## config.mk

```make
export PLATFORM = sky130hd
export DESIGN_NAME = led_matrix_frame_buffer
export DESIGN_NICKNAME = d
export VERILOG_FILES = /design/src/hdl/lmfb_pkg.sv /design/src/hdl/lmfb_row_alu.sv /design/src/hdl/led_matrix_frame_buffer.sv
export SDC_FILE = /design/constraint.sdc
export NUM_CORES = 1
export LEC_CHECK = 0
export BUFFER_PORTS_ARGS = -buffer_cell sky130_fd_sc_hd__buf_2
export CAP_MARGIN = 20
export CORE_MARGIN = 2
export CORE_UTILIZATION = 25
export CTS_CLUSTER_DIAMETER = 120
export CTS_CLUSTER_SIZE = 20
export DETAILED_ROUTE_END_ITERATION = 10
export GPL_TIMING_DRIVEN = 0
export PLACE_DENSITY_LB_ADDON = 0.08
export RECOVER_POWER = 50
export SLEW_MARGIN = 20
export SYNTH_ARGS = -nofsm -noshare
export SYNTH_HDL_FRONTEND = slang
export SYNTH_SLANG_ARGS = --single-unit
```

## constraint.sdc

```tcl
create_clock -name clk -period 7.9 [get_ports clk]
set_input_delay 1.58 -clock clk [delete_from_list [all_inputs] [get_ports clk]]
set_output_delay 1.58 -clock clk [all_outputs]
set_load 0.1 [all_outputs]
```

## src/hdl/lmfb_pkg.sv

```systemverilog
// ----------------------------------------------------------------------------
// lmfb_pkg
// Shared types and constants of the LED matrix frame buffer: command codes,
// item structs, sequencer states and the control bundle of the row unit.
// ----------------------------------------------------------------------------
`default_nettype none

package lmfb_pkg;

	// Matrix geometry and register reset values
	localparam int          ROW_W          = 8;
	localparam int          COL_W          = 3;
	localparam int          CFG_W          = 5;
	localparam int          MAX_ROWS_DEF   = 16;
	localparam logic [CFG_W-1:0] ROWS_IN_USE_RST = 5'd8;

	// Command codes carried in req_type
	typedef enum logic [4:0] {
		CMD_SET_PX    = 5'd0,
		CMD_GET_PX    = 5'd1,
		CMD_TGL_PX    = 5'd2,
		CMD_INV_ALL   = 5'd3,
		CMD_INV_ROW   = 5'd4,
		CMD_INV_COL   = 5'd5,
		CMD_CLR_ROW   = 5'd6,
		CMD_CLR_COL   = 5'd7,
		CMD_SWAP_ROWS = 5'd8,
		CMD_COPY_ROW  = 5'd9,
		CMD_COPY_COL  = 5'd10,
		CMD_SWAP_COLS = 5'd11,
		CMD_ROTL_ROW  = 5'd12,
		CMD_ROTR_ROW  = 5'd13,
		CMD_ROTL_ALL  = 5'd14,
		CMD_ROTR_ALL  = 5'd15,
		CMD_SCROLL_UP = 5'd16,
		CMD_SCROLL_DN = 5'd17,
		CMD_CLR_ALL   = 5'd18,
		CMD_READ_ROW  = 5'd19
	} cmd_e;

	// Input item
	typedef struct packed {
		logic [4:0]       req_type;
		logic [3:0]       row_index;
		logic [COL_W-1:0] col_index;
		logic [3:0]       dest_row;
		logic [COL_W-1:0] dest_col;
		logic             pixel_value;
		logic [COL_W-1:0] rotate_count;
	} req_t;

	// Result item
	typedef struct packed {
		logic             pixel_out;
		logic [ROW_W-1:0] row_out;
	} rsp_t;

	// Sequencer states
	typedef enum logic [2:0] {
		ST_IDLE,
		ST_PRELOAD,
		ST_SWEEP,
		ST_SWAP_TAIL,
		ST_FINISH
	} state_e;

	// Control bundle for the shared row unit
	typedef struct packed {
		cmd_e             cmd;
		logic [COL_W-1:0] col;
		logic [COL_W-1:0] dcol;
		logic             pval;
		logic [COL_W-1:0] cnt;
	} alu_ctrl_t;

endpackage

`default_nettype wire

```

## src/hdl/lmfb_row_alu.sv

```systemverilog
// ----------------------------------------------------------------------------
// lmfb_row_alu
// Shared row unit: applies one command to one row byte per cycle (pixel and
// column bit ops, invert, clear, barrel rotate) or passes the carried row.
// ----------------------------------------------------------------------------
`default_nettype none

module lmfb_row_alu
	import lmfb_pkg::*;
(
	input  alu_ctrl_t        ctrl,
	input  logic [ROW_W-1:0] row_in,
	input  logic [ROW_W-1:0] carry,
	output logic [ROW_W-1:0] row_res
);

	logic [ROW_W-1:0]   cbit;
	logic [2*ROW_W-1:0] wide_l;
	logic [2*ROW_W-1:0] wide_r;

	// Column mask and rotate by shifting a doubled byte
	assign cbit   = ROW_W'(1) << ctrl.col;
	assign wide_l = {row_in, row_in} >> ctrl.cnt;
	assign wide_r = {row_in, row_in} << ctrl.cnt;

	// Decode the command into the new row byte
	always_comb begin
		row_res = row_in;
		unique case (ctrl.cmd) inside
			CMD_SET_PX: begin
				row_res = ctrl.pval ? (row_in | cbit) : (row_in & ~cbit);
			end
			CMD_TGL_PX, CMD_INV_COL: begin
				row_res = row_in ^ cbit;
			end
			CMD_INV_ALL, CMD_INV_ROW: begin
				row_res = ~row_in;
			end
			CMD_CLR_ROW, CMD_CLR_ALL: begin
				row_res = '0;
			end
			CMD_CLR_COL: begin
				row_res = row_in & ~cbit;
			end
			CMD_COPY_COL: begin
				row_res[ctrl.dcol] = row_in[ctrl.col];
			end
			CMD_SWAP_COLS: begin
				row_res[ctrl.col]  = row_in[ctrl.dcol];
				row_res[ctrl.dcol] = row_in[ctrl.col];
			end
			CMD_ROTL_ROW, CMD_ROTL_ALL: begin
				row_res = wide_l[ROW_W-1:0];
			end
			CMD_ROTR_ROW, CMD_ROTR_ALL: begin
				row_res = wide_r[2*ROW_W-1:ROW_W];
			end
			CMD_SWAP_ROWS, CMD_COPY_ROW, CMD_SCROLL_UP, CMD_SCROLL_DN: begin
				row_res = carry;
			end
			default: begin
				row_res = row_in;
			end
		endcase
	end

endmodule

`default_nettype wire

```

## src/hdl/led_matrix_frame_buffer.sv

```systemverilog
// ----------------------------------------------------------------------------
// led_matrix_frame_buffer
// Sequence per item: get, read row and unknown commands go straight to
// finish; single-row commands sweep one row; row copy, row swap and scrolls
// preload a row first, row swap adds a tail write; whole-frame commands sweep
// the rows in use. One item at a time: the next is taken the cycle after the
// result loads. Reset clears every row at once and sets rows_in_use to 8.
// ----------------------------------------------------------------------------
`default_nettype none

module led_matrix_frame_buffer
	import lmfb_pkg::*;
#(
	parameter int MAX_ROWS = MAX_ROWS_DEF
) (
	input  logic             clk,
	input  logic             arst_n,
	input  logic             in_valid,
	output logic             in_ready,
	input  req_t             in_data,
	output logic             out_valid,
	input  logic             out_ready,
	output rsp_t             out_data,
	input  logic             cfg_we,
	input  logic [CFG_W-1:0] cfg_wdata
);

	localparam int ADDR_W = (MAX_ROWS > 1) ? $clog2(MAX_ROWS) : 1;
	localparam int CNT_W  = ($clog2(MAX_ROWS + 1) > CFG_W) ? $clog2(MAX_ROWS + 1) : CFG_W;

	logic [ROW_W-1:0]  frame_q [MAX_ROWS];
	logic [CFG_W-1:0]  rows_q;
	state_e            state_q, state_nxt;
	req_t              item_q;
	logic              row_ok_q;
	logic [ADDR_W-1:0] idx_q, last_q, pre_q;
	logic              dir_up_q;
	logic [ROW_W-1:0]  carry_q;
	logic              out_valid_q;
	rsp_t              out_q;

	logic [CNT_W-1:0]  n_eff;
	logic              row_ok_in, drow_ok_in;
	logic [ADDR_W-1:0] last_all, row_addr_in, drow_addr_in, row_addr_q;
	state_e            setup_st;
	logic [ADDR_W-1:0] setup_idx, setup_last, setup_pre;
	logic              setup_up;
	logic              accept, sweep_done, out_load;
	logic [ADDR_W-1:0] rd_addr, wr_addr;
	logic [ROW_W-1:0]  rd_data, wr_data, alu_res;
	logic              wr_en, wr_from_carry;
	alu_ctrl_t         alu_ctrl;

	// Rows in use, clamped to the store depth
	always_comb begin
		n_eff = CNT_W'(rows_q);
		if (n_eff > CNT_W'(MAX_ROWS)) begin
			n_eff = CNT_W'(MAX_ROWS);
		end
	end

	assign row_ok_in    = CNT_W'(in_data.row_index) < n_eff;
	assign drow_ok_in   = CNT_W'(in_data.dest_row) < n_eff;
	assign last_all     = ADDR_W'(n_eff - CNT_W'(1));
	assign row_addr_in  = ADDR_W'(in_data.row_index);
	assign drow_addr_in = ADDR_W'(in_data.dest_row);
	assign row_addr_q   = ADDR_W'(item_q.row_index);
	assign accept       = in_valid && in_ready;
	assign sweep_done   = (idx_q == last_q);

	// Decode an incoming item into its row range and first state
	always_comb begin
		setup_st   = ST_FINISH;
		setup_idx  = row_addr_in;
		setup_last = row_addr_in;
		setup_pre  = row_addr_in;
		setup_up   = 1'b1;
		unique case (cmd_e'(in_data.req_type)) inside
			CMD_INV_ALL, CMD_INV_COL, CMD_CLR_COL, CMD_COPY_COL, CMD_SWAP_COLS,
			CMD_ROTL_ALL, CMD_ROTR_ALL, CMD_CLR_ALL: begin
				setup_idx  = '0;
				setup_last = last_all;
				if (n_eff != '0) begin
					setup_st = ST_SWEEP;
				end
			end
			CMD_SET_PX, CMD_TGL_PX, CMD_INV_ROW, CMD_CLR_ROW,
			CMD_ROTL_ROW, CMD_ROTR_ROW: begin
				if (row_ok_in) begin
					setup_st = ST_SWEEP;
				end
			end
			CMD_SWAP_ROWS, CMD_COPY_ROW: begin
				setup_idx  = drow_addr_in;
				setup_last = drow_addr_in;
				if (row_ok_in && drow_ok_in) begin
					setup_st = ST_PRELOAD;
				end
			end
			CMD_SCROLL_UP: begin
				setup_pre  = last_all;
				setup_idx  = '0;
				setup_last = last_all;
				if (n_eff != '0) begin
					setup_st = ST_PRELOAD;
				end
			end
			CMD_SCROLL_DN: begin
				setup_pre  = '0;
				setup_idx  = last_all;
				setup_last = '0;
				setup_up   = 1'b0;
				if (n_eff != '0) begin
					setup_st = ST_PRELOAD;
				end
			end
			default: begin
				setup_st = ST_FINISH;
			end
		endcase
	end

	// Next state
	always_comb begin
		state_nxt = state_q;
		unique case (state_q)
			ST_IDLE: begin
				if (accept) begin
					state_nxt = setup_st;
				end
			end
			ST_PRELOAD: begin
				state_nxt = ST_SWEEP;
			end
			ST_SWEEP: begin
				if (sweep_done) begin
					state_nxt = (item_q.req_type == CMD_SWAP_ROWS) ? ST_SWAP_TAIL : ST_FINISH;
				end
			end
			ST_SWAP_TAIL: begin
				state_nxt = ST_FINISH;
			end
			ST_FINISH: begin
				if (out_load) begin
					state_nxt = ST_IDLE;
				end
			end
			default: begin
				state_nxt = ST_IDLE;
			end
		endcase
	end

	// Sequencer outputs: read address, write strobe and output load
	always_comb begin
		in_ready      = 1'b0;
		rd_addr       = idx_q;
		wr_en         = 1'b0;
		wr_addr       = idx_q;
		wr_from_carry = 1'b0;
		out_load      = 1'b0;
		unique case (state_q)
			ST_IDLE: begin
				in_ready = 1'b1;
			end
			ST_PRELOAD: begin
				rd_addr = pre_q;
			end
			ST_SWEEP: begin
				wr_en = 1'b1;
			end
			ST_SWAP_TAIL: begin
				wr_en         = 1'b1;
				wr_addr       = row_addr_q;
				wr_from_carry = 1'b1;
			end
			ST_FINISH: begin
				rd_addr  = row_addr_q;
				out_load = !out_valid_q || out_ready;
			end
			default: begin
				in_ready = 1'b0;
			end
		endcase
	end

	// Single row read port; addresses past the store read as zero
	assign rd_data = (CNT_W'(rd_addr) < CNT_W'(MAX_ROWS)) ? frame_q[rd_addr] : '0;

	assign alu_ctrl = '{
		cmd:  cmd_e'(item_q.req_type),
		col:  item_q.col_index,
		dcol: item_q.dest_col,
		pval: item_q.pixel_value,
		cnt:  item_q.rotate_count
	};

	lmfb_row_alu u_row_alu (
		.ctrl    (alu_ctrl),
		.row_in  (rd_data),
		.carry   (carry_q),
		.row_res (alu_res)
	);

	assign wr_data = wr_from_carry ? carry_q : alu_res;

	// Frame store: cleared at reset, one row written per cycle while the write strobe is set
	always_ff @(posedge clk or negedge arst_n) begin
		if (!arst_n) begin
			for (int i = 0; i < MAX_ROWS; i++) begin
				frame_q[i] <= '0;
			end
		end else if (wr_en) begin
			frame_q[wr_addr] <= wr_data;
		end
	end

	// Control state and configuration register
	always_ff @(posedge clk or negedge arst_n) begin
		if (!arst_n) begin
			state_q     <= ST_IDLE;
			rows_q      <= ROWS_IN_USE_RST;
			out_valid_q <= 1'b0;
		end else begin
			state_q <= state_nxt;
			if (cfg_we) begin
				rows_q <= cfg_wdata;
			end
			if (out_load) begin
				out_valid_q <= 1'b1;
			end else if (out_ready) begin
				out_valid_q <= 1'b0;
			end
		end
	end

	// Item, row walk, carry and result registers
	always_ff @(posedge clk) begin
		if (accept) begin
			item_q   <= in_data;
			row_ok_q <= row_ok_in;
			idx_q    <= setup_idx;
			last_q   <= setup_last;
			pre_q    <= setup_pre;
			dir_up_q <= setup_up;
		end else if (state_q == ST_SWEEP && !sweep_done) begin
			idx_q <= dir_up_q ? idx_q + ADDR_W'(1) : idx_q - ADDR_W'(1);
		end
		// Hold the row just read for moves and swaps
		if (state_q == ST_PRELOAD || state_q == ST_SWEEP) begin
			carry_q <= rd_data;
		end
		if (out_load) begin
			out_q.pixel_out <= (item_q.req_type == CMD_GET_PX) && row_ok_q
				&& rd_data[item_q.col_index];
			out_q.row_out   <= row_ok_q ? rd_data : '0;
		end
	end

	assign out_valid = out_valid_q;
	assign out_data  = out_q;

endmodule

`default_nettype wire
```

# [Yosys cells after proc, flatten, opt, wreduce, memory -nomap -nowiden]
# Cells that the tools add are included.
[classes] n_addsub=3 order_cmp=10 n_eq_ne=43 n_shift=3 muxes=46 bitwise=7 reduce_logical=31
[op_table] cell="bitwise mux 128 bit" n=1
[op_table] cell="== test 5 x 4 -> 1 bit, second input constant" n=16
[op_table] cell="one-hot mux 8 bit (10 select lines)" n=1
[op_table] cell="== test 5 x 3 -> 1 bit, second input constant" n=8
[op_table] cell="2-to-1 mux 8 bit" n=5
[op_table] cell="binary-select mux 8 bit (select 4 bit)" n=1
[op_table] cell="demux 8 bit (select 4 bit)" n=1
[op_table] cell="== test 5 bit, second input constant" n=6
[op_table] cell="bitwise mux 8 bit" n=3
[op_table] cell="2-to-1 mux 3 bit" n=8
[op_table] cell="one-hot mux 4 bit (3 select lines)" n=2
[op_table] cell="== test 5 x 2 -> 1 bit, second input constant" n=4
[op_table] cell="2-to-1 mux 4 bit" n=4
[op_table] cell="NOT 8 bit" n=2
[op_table] cell="one-hot mux 4 bit (2 select lines)" n=2
[op_table] cell="OR reduction 2 bit" n=8
[op_table] cell="left shift 16 x 3 -> 16 bit" n=1
[op_table] cell="right shift 16 x 3 -> 8 bit" n=1
[op_table] cell="one-hot mux 3 bit (5 select lines)" n=1
[op_table] cell="one-hot mux 3 bit (4 select lines)" n=1
[op_table] cell="2-to-1 mux 1 bit" n=11
[op_table] cell="greater-or-equal comparator 5 bit, second input constant" n=2
[op_table] cell="logical NOT 5 bit" n=2
[op_table] cell="less-than comparator 4 x 5 -> 1 bit" n=2
[op_table] cell="31 further kinds" n=50
[totals] reg_bits=187 elab_cells=176

# [Longest topological paths before layout]
[logic_depth] depth_word=13 mapped_depth=22 mapped_depth_nobuf=16

# [Cells and area by module]
# Synthesis repeated with hierarchy kept, for this count alone.
[unflattened] cells_unflattened=1131 hier_area_um2=10988.0
[by_module_without_submodules] module="led_matrix_frame_buffer" instances=1 cells_each=873 area_each_um2=8876.0
[by_module_without_submodules] module="lmfb_row_alu" instances=1 cells_each=258 area_each_um2=2112.0

# [Least setup slack after synthesis]
# Ideal clock, no wire load.
[synth_path] path_kind="register to register" from="register state_q[0]" to="register idx_q[1], data pin" setup_time_ns=0.256 arrival_time_ns=4.585 required_time_ns=7.644 setup_slack_ns=3.058 path_stages_with_launch=9 path_buffers=3 synth_period_minus_slack_ns=4.842 path_cell_list="dfrtp_1 buf_2 buf_4 clkbuf_1 nor3_1 nand2_1 inv_1 o211ai_1 o21a_1"
[synth_via] elab_chain_cells=4
[synth_rtl] element="start, declared" line_no="led_matrix_frame_buffer.sv:33" text="state_e state_q, state_nxt;"
[synth_rtl] element="start signal, assigned" line_no="led_matrix_frame_buffer.sv:225" text="state_q <= state_nxt;"
[synth_rtl] element="logical NOT 3 bit" line_no="led_matrix_frame_buffer.sv:162" text="unique case (state_q)"
[synth_rtl] element="2-to-1 mux 1 bit" line_no="led_matrix_frame_buffer.sv:162"
[synth_rtl] element="via in_ready" line_no="led_matrix_frame_buffer.sv:19" text="output logic in_ready,"
[synth_rtl] element="logical AND 1 bit" line_no="led_matrix_frame_buffer.sv:68" text="assign accept = in_valid && in_ready;"
[synth_rtl] element="via accept" line_no="led_matrix_frame_buffer.sv:48" text="logic accept, sweep_done, out_load;"
[synth_rtl] element="2-to-1 mux 4 bit" line_no="led_matrix_frame_buffer.sv:239" text="if (accept) begin"
[synth_rtl] element="end signal, assigned" line_no="led_matrix_frame_buffer.sv:242" text="idx_q <= setup_idx;"
[synth_rtl] element="end signal, assigned" line_no="led_matrix_frame_buffer.sv:247" text="idx_q <= dir_up_q ? idx_q + ADDR_W'(1) : idx_q - ADDR_W'(1);"
[synth_rtl] element="end, declared" line_no="led_matrix_frame_buffer.sv:36" text="logic [ADDR_W-1:0] idx_q, last_q, pre_q;"
# The timed path passes the listed nets, and every way through them passes these cells.
# A chain may end at the register's enable or synchronous reset.

# [Worst setup path in the final report]
[layout_path] from="register state_q[0]" to="register frame_q[36] (netlist bit)"
[layout_via] elab_chain_cells=13
[layout_rtl] element="== test 3 bit / == test 3 x 1 -> 1 bit (equally long branches)" line_no="led_matrix_frame_buffer.sv:162"
[layout_rtl] element="one-hot mux 4 bit (2 select lines) (*)" line_no="led_matrix_frame_buffer.sv:162"
[layout_rtl] element="NOT 4 -> 5 bit (implied by the code) (*)" line_no="led_matrix_frame_buffer.sv:188" text="assign rd_data = (CNT_W'(rd_addr) < CNT_W'(MAX_ROWS)) ? frame_q[rd_addr] : '0;"
[layout_rtl] element="binary-select mux 8 bit (select 4 bit) (*)" line_no="led_matrix_frame_buffer.sv:188"
[layout_rtl] element="2-to-1 mux 8 bit (implied by the code) (*) (2 in a row)" line_no="led_matrix_frame_buffer.sv:188"
[layout_rtl] element="via rd_data[4]" line_no="led_matrix_frame_buffer.sv:50" text="logic [ROW_W-1:0] rd_data, wr_data, alu_res;"
[layout_rtl] element="binary-select mux 1 bit (select 3 bit)" line_no="lmfb_row_alu.sv:49" text="row_res[ctrl.col] = row_in[ctrl.dcol];"
[layout_rtl] element="2-to-1 mux 1 bit (implied by the code)" line_no="lmfb_row_alu.sv:49"
[layout_rtl] element="bitwise mux 8 bit" line_no="lmfb_row_alu.sv:49"
[layout_rtl] element="bitwise mux 8 bit" line_no="lmfb_row_alu.sv:50" text="row_res[ctrl.dcol] = row_in[ctrl.col];"
[layout_rtl] element="one-hot mux 8 bit (10 select lines) (*)" line_no="lmfb_row_alu.sv:29" text="unique case (ctrl.cmd) inside"
[layout_rtl] element="2-to-1 mux 8 bit (*)" line_no="led_matrix_frame_buffer.sv:205" text="assign wr_data = wr_from_carry ? carry_q : alu_res;"
[layout_rtl] element="bitwise mux 128 bit (*)" line_no="led_matrix_frame_buffer.sv:214" text="frame_q[wr_addr] <= wr_data;"
[layout_rtl] element="end signal, assigned by index" line_no="led_matrix_frame_buffer.sv:214"
[layout_rtl] element="end, declared" line_no="led_matrix_frame_buffer.sv:31" text="logic [ROW_W-1:0] frame_q [MAX_ROWS];"
# The timed path passes the listed nets; every way through them passes the cells marked *. The select of a mux whose other input is x is not followed.

==> run summary <==
Status - complete, but fails checks
Violations in the final reports - max-capacitance violations, max-slew violations
Clock slew at reported path FFs - 0.07 ns
Final Net Count - 1489
Final Max Tran Viols - 82
Resized cells post-CTS - 0
Total leakage power - 0.00518 uW
Clock Skews - 0.0181 ns
Post-synthesis net count - 1424
Deepest clock path buffer count - 2
Number of buffers added by the clock tree synthesis step - 17
End-of-flow core utilization - 0.285
Estimated wirelength of the detail-placed design - 36600 um
Number of sinks on the clock net - 187
Peak VDD IR - 0.186 mV
Register area share after synthesis - 0.412
Final Setup Violations - 0
Initial antenna violation count - 0
Count of nets left with antenna violations after detail routing - 0
Post-synthesis average cell area - 8.73 um2
Fin worst setup slack - 1.39 ns
Worst-case register-to-register setup slack - 1.39 ns
Clock insertion delay at the later pin of the skew report - 0.50 ns
FILL cells - 5166
Most frequent standard cell in the layout excluding fill and tap cells - sky130_fd_sc_hd__nand2_1
Final period utilization - 0.824
Source of the critical timing path - state_q[0]
Initial Util - 0.252
Clock root buffer master - sky130_fd_sc_hd__clkbuf_16
FF-to-FF path depth - 19
Critical R2R Capture - frame_q[36]
Average detailed-routed wire length per instance - 23.5 um
Main synth FF type - sky130_fd_sc_hd__dfrtp_1
Flop and latch count out of synthesis - 187
Startpoint Class - register
Yosys synthesis warning count - 0
I/O pin count - 44
Final WL - 48600 um
Maximum level of the CTS H-tree - 4
Overall overflow remaining after global route - 0
Die extent in x - 223 um
Proportion of register bits with asynchronous set or reset after synthesis - 0.733
Mapped cell area - 0.0120 mm2
Maximum number of pins on one net before global-route repair - 82
Max_cap viols - 1
Power density relative to cell area - 485 mW/mm2
Vias per cell - 5.38
Dominant cell type by area after synthesis - sky130_fd_sc_hd__dfrtp_1
Required time at the endpoint of the critical path - 8.26 ns
Slew headroom - -2.33
Clock period minus worst slack - 6.51 ns
Hold-fix buffer count after cts - 0
Cell count after synthesis - 1373
Critical Path Fanout Max - 10
GRT Util Overall - 0.200
Top post-synthesis cells by area - sky130_fd_sc_hd__dfrtp_1, sky130_fd_sc_hd__edfxtp_1, sky130_fd_sc_hd__nand2_1, sky130_fd_sc_hd__nor2_1, sky130_fd_sc_hd__o31ai_1
Placer Congestion - 0.900
Number of global-route vias before repair - 11.1k
Port-buffer cells - 43
Max Clock Freq - 154 MHz
Total Die Area - 0.0497 mm2
DRC violations left - 0
Number of rows created at floorplan - 80
WP data arrival - 6.86 ns
Core box area - 0.0475 mm2
Launch point of the worst reg-to-reg path - state_q[0]
Number of enable flip-flop cells after synthesis - 50
Synthesis-to-layout area growth - 13.1%
Buffers inserted by post-CTS timing repair - 0
Setup repair after global routing missed its margin - no
Height of the chip - 223 um
Worst Hold Slack - 0.475 ns
Worst setup endpoint - frame_q[36]
Worst hold-check path type - register to register
Number of detailed-route iterations in the first pass - 6
Post-layout power - 6580 uW
Wire length of the first global-routing pass - 73600 um
Worst setup timing slack at the placement stage - 1.65 ns
Fin. Hold Viols - 0
Slew @ Worst Pin - 5.00 ns
Share of post-route cells with drive strength above 1 - 0.105
Setup tns final - 0 ns
Via count - 11.1k
Crit end category - register
First DRT Iteration DRCs - 850
Most used cells in the layout excluding fill and tap cells - sky130_fd_sc_hd__nand2_1, sky130_fd_sc_hd__nor2_1, sky130_fd_sc_hd__dfrtp_1, sky130_fd_sc_hd__a21oi_1, sky130_fd_sc_hd__o21ai_0
Number of library cell types mapped by synthesis - 89
CTS tree - built
Crit Path Category - register to register
Top-area cell type share of the netlist area - 0.284
## worst max-delay path, stage by stage, from the launching register on
cell                        delay, ns
sky130_fd_sc_hd__dfrtp_1         0.32
sky130_fd_sc_hd__clkbuf_1        0.33
sky130_fd_sc_hd__clkbuf_1        0.37
sky130_fd_sc_hd__nor3_1          0.08
sky130_fd_sc_hd__o21ai_0         0.31
sky130_fd_sc_hd__o311a_1         0.31
sky130_fd_sc_hd__clkbuf_1        0.66
sky130_fd_sc_hd__a211oi_1        0.12
sky130_fd_sc_hd__a2111oi_2       0.93
sky130_fd_sc_hd__nand2_1         0.40
sky130_fd_sc_hd__nand2_2         0.23
sky130_fd_sc_hd__inv_2           0.11
sky130_fd_sc_hd__ha_1            0.21
sky130_fd_sc_hd__a21oi_1         0.12
sky130_fd_sc_hd__o21ai_0         0.10
sky130_fd_sc_hd__a2111oi_0       0.38
sky130_fd_sc_hd__o311ai_1        0.24
sky130_fd_sc_hd__a21oi_1         0.65
sky130_fd_sc_hd__buf_2           0.36
sky130_fd_sc_hd__o31ai_1         0.12
## flip-flops by register name (all words and copies together) (netlist names)
register	count
frame_q	128
last_q	4
state_q	3
dir_up_q	1
rows_q	5
row_addr_q	4
out_data	9
pre_q	4
row_ok_q	1
alu_ctrl	15
out_valid	1
carry_q	8
idx_q	4
## through the flow
stage	instance area, um2	instances
final	13600	2067
after CTS	13600	2066
after global placement	13000	2031
after detailed placement	13000	2034
after global routing	13500	2066
after floorplan	12000	1373
## Yosys cell counts, types with 9 or more instances
| cell type | instances |
|---|---|
| sky130_fd_sc_hd__nor2b_1 | 10 |
| sky130_fd_sc_hd__a221oi_1 | 9 |
| sky130_fd_sc_hd__and2_1 | 9 |
| sky130_fd_sc_hd__o22ai_1 | 21 |
| sky130_fd_sc_hd__nor2_1 | 140 |
| sky130_fd_sc_hd__and3_1 | 46 |
| sky130_fd_sc_hd__edfxtp_1 | 50 |
| sky130_fd_sc_hd__mux2i_1 | 19 |
| sky130_fd_sc_hd__dfrtp_1 | 136 |
| sky130_fd_sc_hd__a2111oi_0 | 41 |
| sky130_fd_sc_hd__buf_6 | 12 |
| sky130_fd_sc_hd__nand3_1 | 36 |
| sky130_fd_sc_hd__o21ai_0 | 99 |
| sky130_fd_sc_hd__inv_1 | 24 |
| sky130_fd_sc_hd__nand2b_1 | 19 |
| sky130_fd_sc_hd__nand3b_1 | 11 |
| sky130_fd_sc_hd__a21oi_1 | 101 |
| sky130_fd_sc_hd__ha_1 | 17 |
| sky130_fd_sc_hd__nand2_1 | 198 |
| sky130_fd_sc_hd__buf_2 | 17 |
| sky130_fd_sc_hd__nor3_1 | 27 |
| sky130_fd_sc_hd__o31ai_1 | 69 |
| sky130_fd_sc_hd__clkbuf_1 | 62 |
| sky130_fd_sc_hd__buf_4 | 10 |
| sky130_fd_sc_hd__a211oi_1 | 9 |
| sky130_fd_sc_hd__a22oi_1 | 11 |
| sky130_fd_sc_hd__mux2_2 | 11 |
## routing by layer
layer,track usage,vias to the layer above,wire length (um)
met2,0.318,272,22300
met1,0.277,5507,23400
li1,-,5282,-
met4,0.0656,0,1100
met3,0.0320,63,1880
met5,0,-,0
## cell families (layout without fill, tap and decap cells)
group	count (synthesis)	count (layout)	synth area share
fa+ha+maj	18	18	0.0194
mux	34	34	0.0315
buf+inv	132	210	0.0541
compound gates	453	453	0.265
other cells	0	1	0
xor+xnor	10	10	0.00731
flops	187	187	0.412
simple gates	539	539	0.211
## report_power, final
group          internal (uW)  total [uW]  switching [uW]
sequential              1440        1690             247
combinational           1190        4030            2850
clock                    422         858             436
## how the worst min path moves through the flow
stage	from	to	slack [ns]	cells past startpoint
final	frame_q[12]	frame_q[12]	0.48	2
after global routing	frame_q[88]	frame_q[88]	0.50	2
after CTS	frame_q[94]	frame_q[94]	0.48	2
after detailed placement	frame_q[94]	frame_q[94]	0.46	2
after global placement	frame_q[94]	frame_q[94]	0.45	2
after floorplan	frame_q[0]	frame_q[0]	0.44	2
## layout make-up
class	instances	area, um2	area share
timing repair buffer	46	244	0.0180
inverter	30	115	0.00849
sequential	187	4930	0.364
multi-input combinational	1054	6420	0.473
clock inverter	13	91.3	0.00674
buffer	102	528	0.0390
clock buffer	19	454	0.0335
tap	615	769	0.0568
antenna	1	2.50	0.000185
Note: power is estimated with default switching activity, not from simulation.
